## src/hw/rtl/fbpa_pkg.sv

```systemverilog
package fbpa_pkg;

    typedef enum logic [2:0] {
        KIND_GRANTED   = 3'd0,
        KIND_TOO_LARGE = 3'd1,
        KIND_EXHAUSTED = 3'd2,
        KIND_FREED     = 3'd3,
        KIND_NULL      = 3'd4,
        KIND_FOREIGN   = 3'd5
    } kind_t;

    localparam logic [1:0] REG_POOL_BASE  = 2'd0;
    localparam logic [1:0] REG_SIZE_LOG2  = 2'd1;
    localparam logic [1:0] REG_BLOCK_CNT  = 2'd2;

    localparam int CFG_WIDTH  = 48;
    localparam int ADDR_WIDTH = 48;

    // controller -> datapath commands
    typedef struct packed {
        logic capture;      // latch request and decide
        logic rd_target;    // read links of target block
        logic rd_nbrs;      // latch target links
        logic wr_unlink;    // patch neighbors, update head/tail
        logic wr_push;      // relink target
        logic wr_push2;     // patch old tail/head link to target
        logic finish;       // drive result
    } dp_cmd_t;

    // datapath -> controller status
    typedef struct packed {
        logic do_list;      // request changes the list
        logic sweeping;
    } dp_stat_t;

endpackage

```

## src/hw/rtl/fbpa_ctrl.sv

```systemverilog
module fbpa_ctrl
    import fbpa_pkg::*;
(
    input  logic     clk,
    input  logic     rst_n,
    input  logic     go,
    input  dp_stat_t stat,
    output dp_cmd_t  cmd,
    output logic     busy
);

    typedef enum logic [6:0] {
        S_IDLE   = 7'b0000001,
        S_DECIDE = 7'b0000010,
        S_READ   = 7'b0000100,
        S_UNLINK = 7'b0001000,
        S_PUSH   = 7'b0010000,
        S_PUSH2  = 7'b0100000,
        S_DONE   = 7'b1000000
    } state_t;

    state_t state_reg, state_next;

    always_comb
    begin
        state_next = state_reg;
        cmd = '0;
        case (state_reg)
            S_IDLE:
            begin
                if (go && !stat.sweeping)
                begin
                    cmd.capture = 1'b1;
                    state_next = S_DECIDE;
                end
            end
            S_DECIDE:
            begin
                cmd.rd_target = 1'b1;
                state_next = stat.do_list ? S_READ : S_DONE;
            end
            S_READ:
            begin
                cmd.rd_nbrs = 1'b1;
                state_next = S_UNLINK;
            end
            S_UNLINK:
            begin
                cmd.wr_unlink = 1'b1;
                state_next = S_PUSH;
            end
            S_PUSH:
            begin
                cmd.wr_push = 1'b1;
                state_next = S_PUSH2;
            end
            S_PUSH2:
            begin
                cmd.wr_push2 = 1'b1;
                state_next = S_DONE;
            end
            S_DONE:
            begin
                cmd.finish = 1'b1;
                state_next = S_IDLE;
            end
            default: state_next = S_IDLE;
        endcase
    end

    assign busy = (state_reg != S_IDLE) || stat.sweeping;

    always_ff @(posedge clk or negedge rst_n)
    begin
        if (!rst_n)
            state_reg <= S_IDLE;
        else
            state_reg <= state_next;
    end

endmodule

```

## config.mk

```make
export PLATFORM = sky130hd
export DESIGN_NAME = fbpa_ctrl
export DESIGN_NICKNAME = d
export VERILOG_FILES = /design/src/hw/rtl/fbpa_pkg.sv /design/src/hw/rtl/fbpa_ctrl.sv
export SDC_FILE = /design/constraint.sdc
export NUM_CORES = 1
export LEC_CHECK = 0
export ABC_AREA = 1
export BUFFER_PORTS_ARGS = -buffer_cell sky130_fd_sc_hd__buf_2
export CORE_AREA = 2 2 39 41
export DETAILED_ROUTE_END_ITERATION = 7
export DIE_AREA = 0 0 41 43
export PLACE_DENSITY = 0.57
export SLEW_MARGIN = 20
export SYNTH_ARGS = -nofsm -noshare
export SYNTH_HDL_FRONTEND = slang
export SYNTH_SLANG_ARGS = --single-unit
```

## constraint.sdc

```tcl
create_clock -name clk -period 1.2 [get_ports clk]
set_clock_uncertainty 0.15 [all_clocks]
set_input_delay 0.12 -clock clk [delete_from_list [all_inputs] [get_ports clk]]
set_output_delay 0.12 -clock clk [all_outputs]
set_load 0.005 [all_outputs]
```

==> results_dict.tcl, run 1 <==
set metrics [dict create \
    grt_pass1_vias 384 \
    placedInstanceArea_um2 546 \
    final_hold_viol_count 0 \
    synth.avg_cell_area_um2 7.90 \
    grt_use_met1_pct 15.6 \
    fin_cells 100 \
    place_ws_ns -0.138 \
    wl_per_cell_um 11.3 \
    worst_pin_slew_ns 0.214 \
    ys_ff_latch 7 \
    final_cell_area_um2 717 \
    syn_inst 51 \
    layout_min_cycle_time_ns 1.61 \
    synth_cell_type_count 14 \
    insertion_delay_ns 0.25 \
    power_density_nw_per_um2 1370 \
    post-route-util_pct 51.8 \
    cp.required_ns 0.93 \
    irDropWorstVdd_mv 0.559 \
    path_cells "inv_1 > nor2_1 > nand2_1 > nor2_4 > nand2_2 > nor2_2 > buf_2" \
    fill_cells 121 \
    antennaDiodeCount 0 \
    placed_cells 87 \
    grt_pass1_wl_um 1480 \
    hpwl_um 665 \
    cap_violations 0 \
    p_leak_nw 0.356 \
    min_path_type "in -> reg" \
    routabilityCongestion 0.757 \
    core_area_um2 1380 \
    drc 0 \
    grt-busiest-layer "met2" \
    io_buffers 12 \
    status "complete, but fails checks" \
    critPathKind "reg -> out" \
    rsz0062_at_grt "true" \
    arrival_ns 1.34 \
    syn-cell-area_um2 403 \
    slew_headroom_pct 85.6 \
    area_growth_pct 78.0 \
    slew_viol_final 0 \
    setup_viol 14 \
    fmax_mhz 623 \
    clock-sinks 7 \
    pin_count 13 \
    cts_root_buf "clkbuf_4" \
    final_nets 90 \
    antenna_found_initial 0 \
    power_mw 0.981 \
    vias_per_cell 4.46 \
    clockBufferDepth 2 \
    cpLargestDelayFamily "flip-flops" \
    max_stage_delay_ns 0.52 \
    tns_ns -3.28 \
    cp_num_buf_inv 2 \
    ys_warn_count 0 \
    critPathSlowestCell "dfstp_2" \
    cts_tree "built" \
    first_pass_iters 4 \
    finalWirelength_um 1130 \
    fin_ws_ns -0.406 \
    die_width_um 41 \
    gr-usage-met3_pct 1.57 \
    cp-start-kind "register" \
    largest_reg_flops 7 \
    yosysSeqAreaShare_pct 43.8 \
    clk_pin_slew_ns 0.05 \
    drt.antenna.violating_nets 0 \
    end_kind "output pin" \
    mostFrequentLayoutCells "buf_2 (12), buf_4 (12), nor2_4 (9)" \
    cts_buffers 3 \
    grt_max_degree 8 \
    drtIter0Drc 18 \
    dieArea_um2 1760 \
    holdWs_ns 0.0506 \
    h-tree-depth 1 \
    grt_usage_pct 12.6 \
    syn_nets 56 \
    rows 14 \
    num_vias 446 \
    use_met2_pct 19.4 \
    start_util_pct 29.1 \
    die_y_um 43 \
    cp_max_fo 3 \
    grt.overflow.total 0 \
    drive_gt1_share_pct 61.9 \
    failed_checks "negative setup slack" \
    fin_crit_sh_pct 134 \
]
-- layer usage --
metal  vias to the layer above  wire [um]
met1                       210        435
met3                         3         40
met4                         0         17
met2                        13        638
met5                         -          0
li1                        220          -
-- area by class of cell --
class	count	area (um2)	share of cell area, %
timing repair buffer	29	201	28.1
sequential	7	176	24.6
multi-input combinational	35	256	35.8
tap	16	20.0	2.79
clock buffer	4	26.3	3.66
inverter	9	36.3	5.06
-- tightest hold or removal path, delay by kind of cell --
| kind | cells | cell delay (ns) |
|---|---|---|
| and+or+nand+nor | 1 | 0.05 |
| AOI/OAI and AO/OA | 1 | 0.14 |
| buffers and inverters | 2 | 0.13 |
-- where the power goes --
| part | leakage, nW | internal [mW] | total, mW | switching [mW] |
|---|---|---|---|---|
| Sequential | 0.0936 | 0.275 | 0.296 | 0.0212 |
| Clock | 0.0150 | 0.127 | 0.217 | 0.0899 |
| Combinational | 0.247 | 0.224 | 0.468 | 0.245 |
-- synthesized netlist by cell type --
cell type | number | area, um2
dfrtp_1 | 6 | 150
inv_1 | 7 | 26.3
nand3_1 | 3 | 15.0
nor4_1 | 1 | 6.26
o21ai_0 | 1 | 5.00
nand2_2 | 2 | 12.5
dfstp_2 | 1 | 26.3
o22ai_2 | 1 | 12.5
nor2_4 | 2 | 22.5
nand2_1 | 5 | 18.8
inv_2 | 2 | 7.51
nor2_1 | 12 | 45.0
nand2_4 | 1 | 11.3
nor2_2 | 7 | 43.8
-- repair_timing --
action                                  CTS  global route
cloned                                    0             0
hold buffers                              4             0
endpoints found under the setup margin   12            13
resized for setup                         5            11
setup buffers                             1             4
pin swaps                                 0             3
hold endpoints to repair                 11             0
-- kinds of logic after synthesis --
kind of cell    Yosys count  synth area share [%]
simple gates             33                  43.5
flops                     7                  43.8
compound gates            2                  4.35
buf+inv                   9                  8.39
-- path summary, 6_finish.rpt --
path / start / endpoint / slack [ns] / cells after the start
max in group asynchronous: rst_n / state_reg[0] / 0.60 / 2
min in group asynchronous: rst_n / state_reg[5] / 0.07 / 2
worst min-delay path: go / state_reg[0] / 0.05 / 4
worst max-delay path: state_reg[0] / cmd[6] / -0.41 / 7
worst max register to register: state_reg[0] / state_reg[0] / -0.24 / 8
worst min register to register: state_reg[1] / state_reg[3] / 0.48 / 3
Power figures use the tool's default switching activity.
==> inputs of run 2 (changes only) <==
Settings changed: ABC_AREA 1 to default, MAX_ROUTING_LAYER from default to met4, PLACE_DENSITY 0.57 to 0.63.
==> results_dict.tcl, run 2 <==
set metrics [dict create \
    status "complete, but fails checks" \
    failed_checks "negative setup slack" \
    synthFlopType "dfrtp_1" \
    power_frac_comb_pct 53.0 \
    fin_ws_ns -0.603 \
    setup_viol 15 \
    ys_ff_latch 7 \
    die_width_um 41 \
    power_density_nw_per_um2 1400 \
    core_area_um2 1380 \
    clk_pin_slew_ns 0.06 \
    slew_viol_final 0 \
    yosysSeqAreaShare_pct 37.7 \
    swShare_pct 37.1 \
    p_seq_share_pct 27.5 \
    syn_nets 52 \
    final_hold_viol_count 0 \
    cts_root_buf "clkbuf_4" \
    min_path_type "in -> reg" \
    irDropWorstVdd_mv 0.679 \
    start_util_pct 33.8 \
    antennaDiodeCount 0 \
    wl_per_cell_um 13.3 \
    fmax_mhz 555 \
    place_ws_ns -0.357 \
    antenna_found_initial 0 \
    power_switching_mw 0.448 \
    grt_usage_pct 17.7 \
    end_kind "output pin" \
    p_leak_nw 0.391 \
    grt_pass1_wl_um 1980 \
    pin_count 13 \
    synth_common_cells "nor2_1 (9), dfrtp_1 (6), nor4b_1 (4)" \
    path_cells "or3_4 > nand2b_4 > nor3b_2 > buf_2" \
    first_pass_iters 2 \
    yosys-top-cells-area "dfrtp_1 (32%), nor4b_1 (7.5%), nor2_1 (7.2%)" \
    io_buffers 12 \
    drive_gt1_share_pct 73.2 \
    area_growth_pct 84.5 \
    rows 14 \
    synthArstFlopShare_pct 100 \
    synth-edff-count 0 \
    grt_pass1_vias 444 \
    drt.antenna.violating_nets 0 \
    critPathSlowestCell "or3_4" \
    largest_reg_flops 7 \
    cp.required_ns 0.93 \
    drc 0 \
    vias_per_cell 4.92 \
    cts_buffers 3 \
    arrival_ns 1.53 \
    insertion_delay_ns 0.27 \
    ys_warn_count 0 \
    h-tree-depth 1 \
    tns_ns -5.90 \
    cts_tree "built" \
    synth_top_area_share_pct 32.1 \
    die_y_um 43 \
    fill_cells 118 \
    cp_max_fo 4 \
    fin_crit_sh_pct 150 \
    power_mw 1.21 \
    finalWirelength_um 1310 \
    cp-start-kind "register" \
    hpwl_um 817 \
    holdWs_ns 0.0284 \
    final_common_cell "buf_4" \
    post-route-util_pct 62.4 \
    max_stage_delay_ns 0.43 \
    rsz0062_at_grt "true" \
    worst_pin_slew_ns 0.273 \
    synth_area_leader_cell "dfrtp_1" \
    drtIter0Drc 6 \
    num_vias 482 \
    syn-cell-area_um2 468 \
    routabilityCongestion 0.821 \
    internal_power_mw 0.759 \
    cp_num_buf_inv 1 \
    dieArea_um2 1760 \
    mostFrequentLayoutCells "buf_4 (17), buf_2 (12), nor2_1 (5)" \
    synth_cell_type_count 26 \
    cap_violations 0 \
    grt.overflow.total 0 \
    syn_inst 47 \
    grt_max_degree 9 \
    clockBufferDepth 2 \
    layout_min_cycle_time_ns 1.80 \
    critPathKind "reg -> out" \
    clkPwrFrac_pct 19.5 \
    slew_headroom_pct 81.6 \
    post-synth-top-count-cell "nor2_1" \
    cpLargestDelayFamily "simple AND/OR/NAND/NOR gates" \
    final_nets 88 \
    synth.avg_cell_area_um2 9.96 \
    clock-sinks 7 \
]
[run 2: changes by cell type after synthesis, sizes merged, moves of 2 or more]
cell,change
buf,+4
inv,-9
nand2,-7
nand2b,+2
nand3,-2
nor2,-12
nor3b,+2
nor4b,+4
or3,+2
or3b,+2
[run 2: kinds of logic (layout without fill, tap and decap cells)]
group                     Yosys count  after routing  share of synthesized area [%]
xor gates and xnor gates            1              1                           1.87
muxes                               1              1                           2.14
AOI/OAI and AO/OA                   5              5                           8.83
DFF                                 7              7                           37.7
and+or+nand+nor                    29             29                           42.5
buffers and inverters               4             39                           6.95
[run 2: what timing repair did]
item	4_1_cts	5_1_grt
setup buffers	5	3
gates resized for setup	13	11
hold endpoints to repair	8	0
hold buffers	2	0
endpoints found under the setup margin	15	15
pin swaps	8	6
[run 2: worst reg2reg max path, stage by stage, from the launching register on]
cell and delay [ns]:
dfrtp_1 0.41, buf_6 0.13, buf_6 0.11, or4_1 0.53, o32ai_2 0.12, o21ai_1 0.09
[run 2: through the flow]
step,instances,cell area [um2]
finish,98,863
global route,98,863
CTS,95,779
detailed placement,84,629
global placement,84,629
floorplan,47,484
[run 2: worst paths after layout]
kind,start,to,slack [ns],cells after the start
hold reg to reg,state_reg[0],state_reg[1],0.45,2
setup / recovery,state_reg[4],cmd[0],-0.60,4
setup reg to reg,state_reg[1],state_reg[0],-0.42,5
max in group asynchronous,rst_n,state_reg[0],0.60,2
hold / removal,stat[1],state_reg[2],0.03,2
min in group asynchronous,rst_n,state_reg[6],0.07,2
[run 2: layout make-up]
class / instances / area (um2) / share of cell area [%]
Tap cell: 16 / 20.0 / 2.32
Sequential cell: 7 / 179 / 20.7
Timing Repair Buffer: 35 / 253 / 29.3
Clock buffer: 4 / 26.3 / 3.04
Multi-Input combinational cell: 36 / 385 / 44.6
[run 2: routing by layer]
layer	up-vias	global-route usage (%)	share of wire (%)
met4	0	10.0	1.9
met5	-	-	0
met1	223	21.9	45
li1	244	-	-
met3	2	3.14	3.5
met2	13	25.9	49
[run 2: power groups by stage]
| stage | registers (mW) | clock network, mW | logic, mW |
|---|---|---|---|
| after floorplan | 0.287 | 0 | 0.311 |
| after global placement | 0.318 | 0 | 0.433 |
| after detailed placement | 0.319 | 0 | 0.440 |
| after CTS | 0.322 | 0.239 | 0.549 |
| after global routing | 0.338 | 0.247 | 0.690 |
| final | 0.332 | 0.236 | 0.639 |
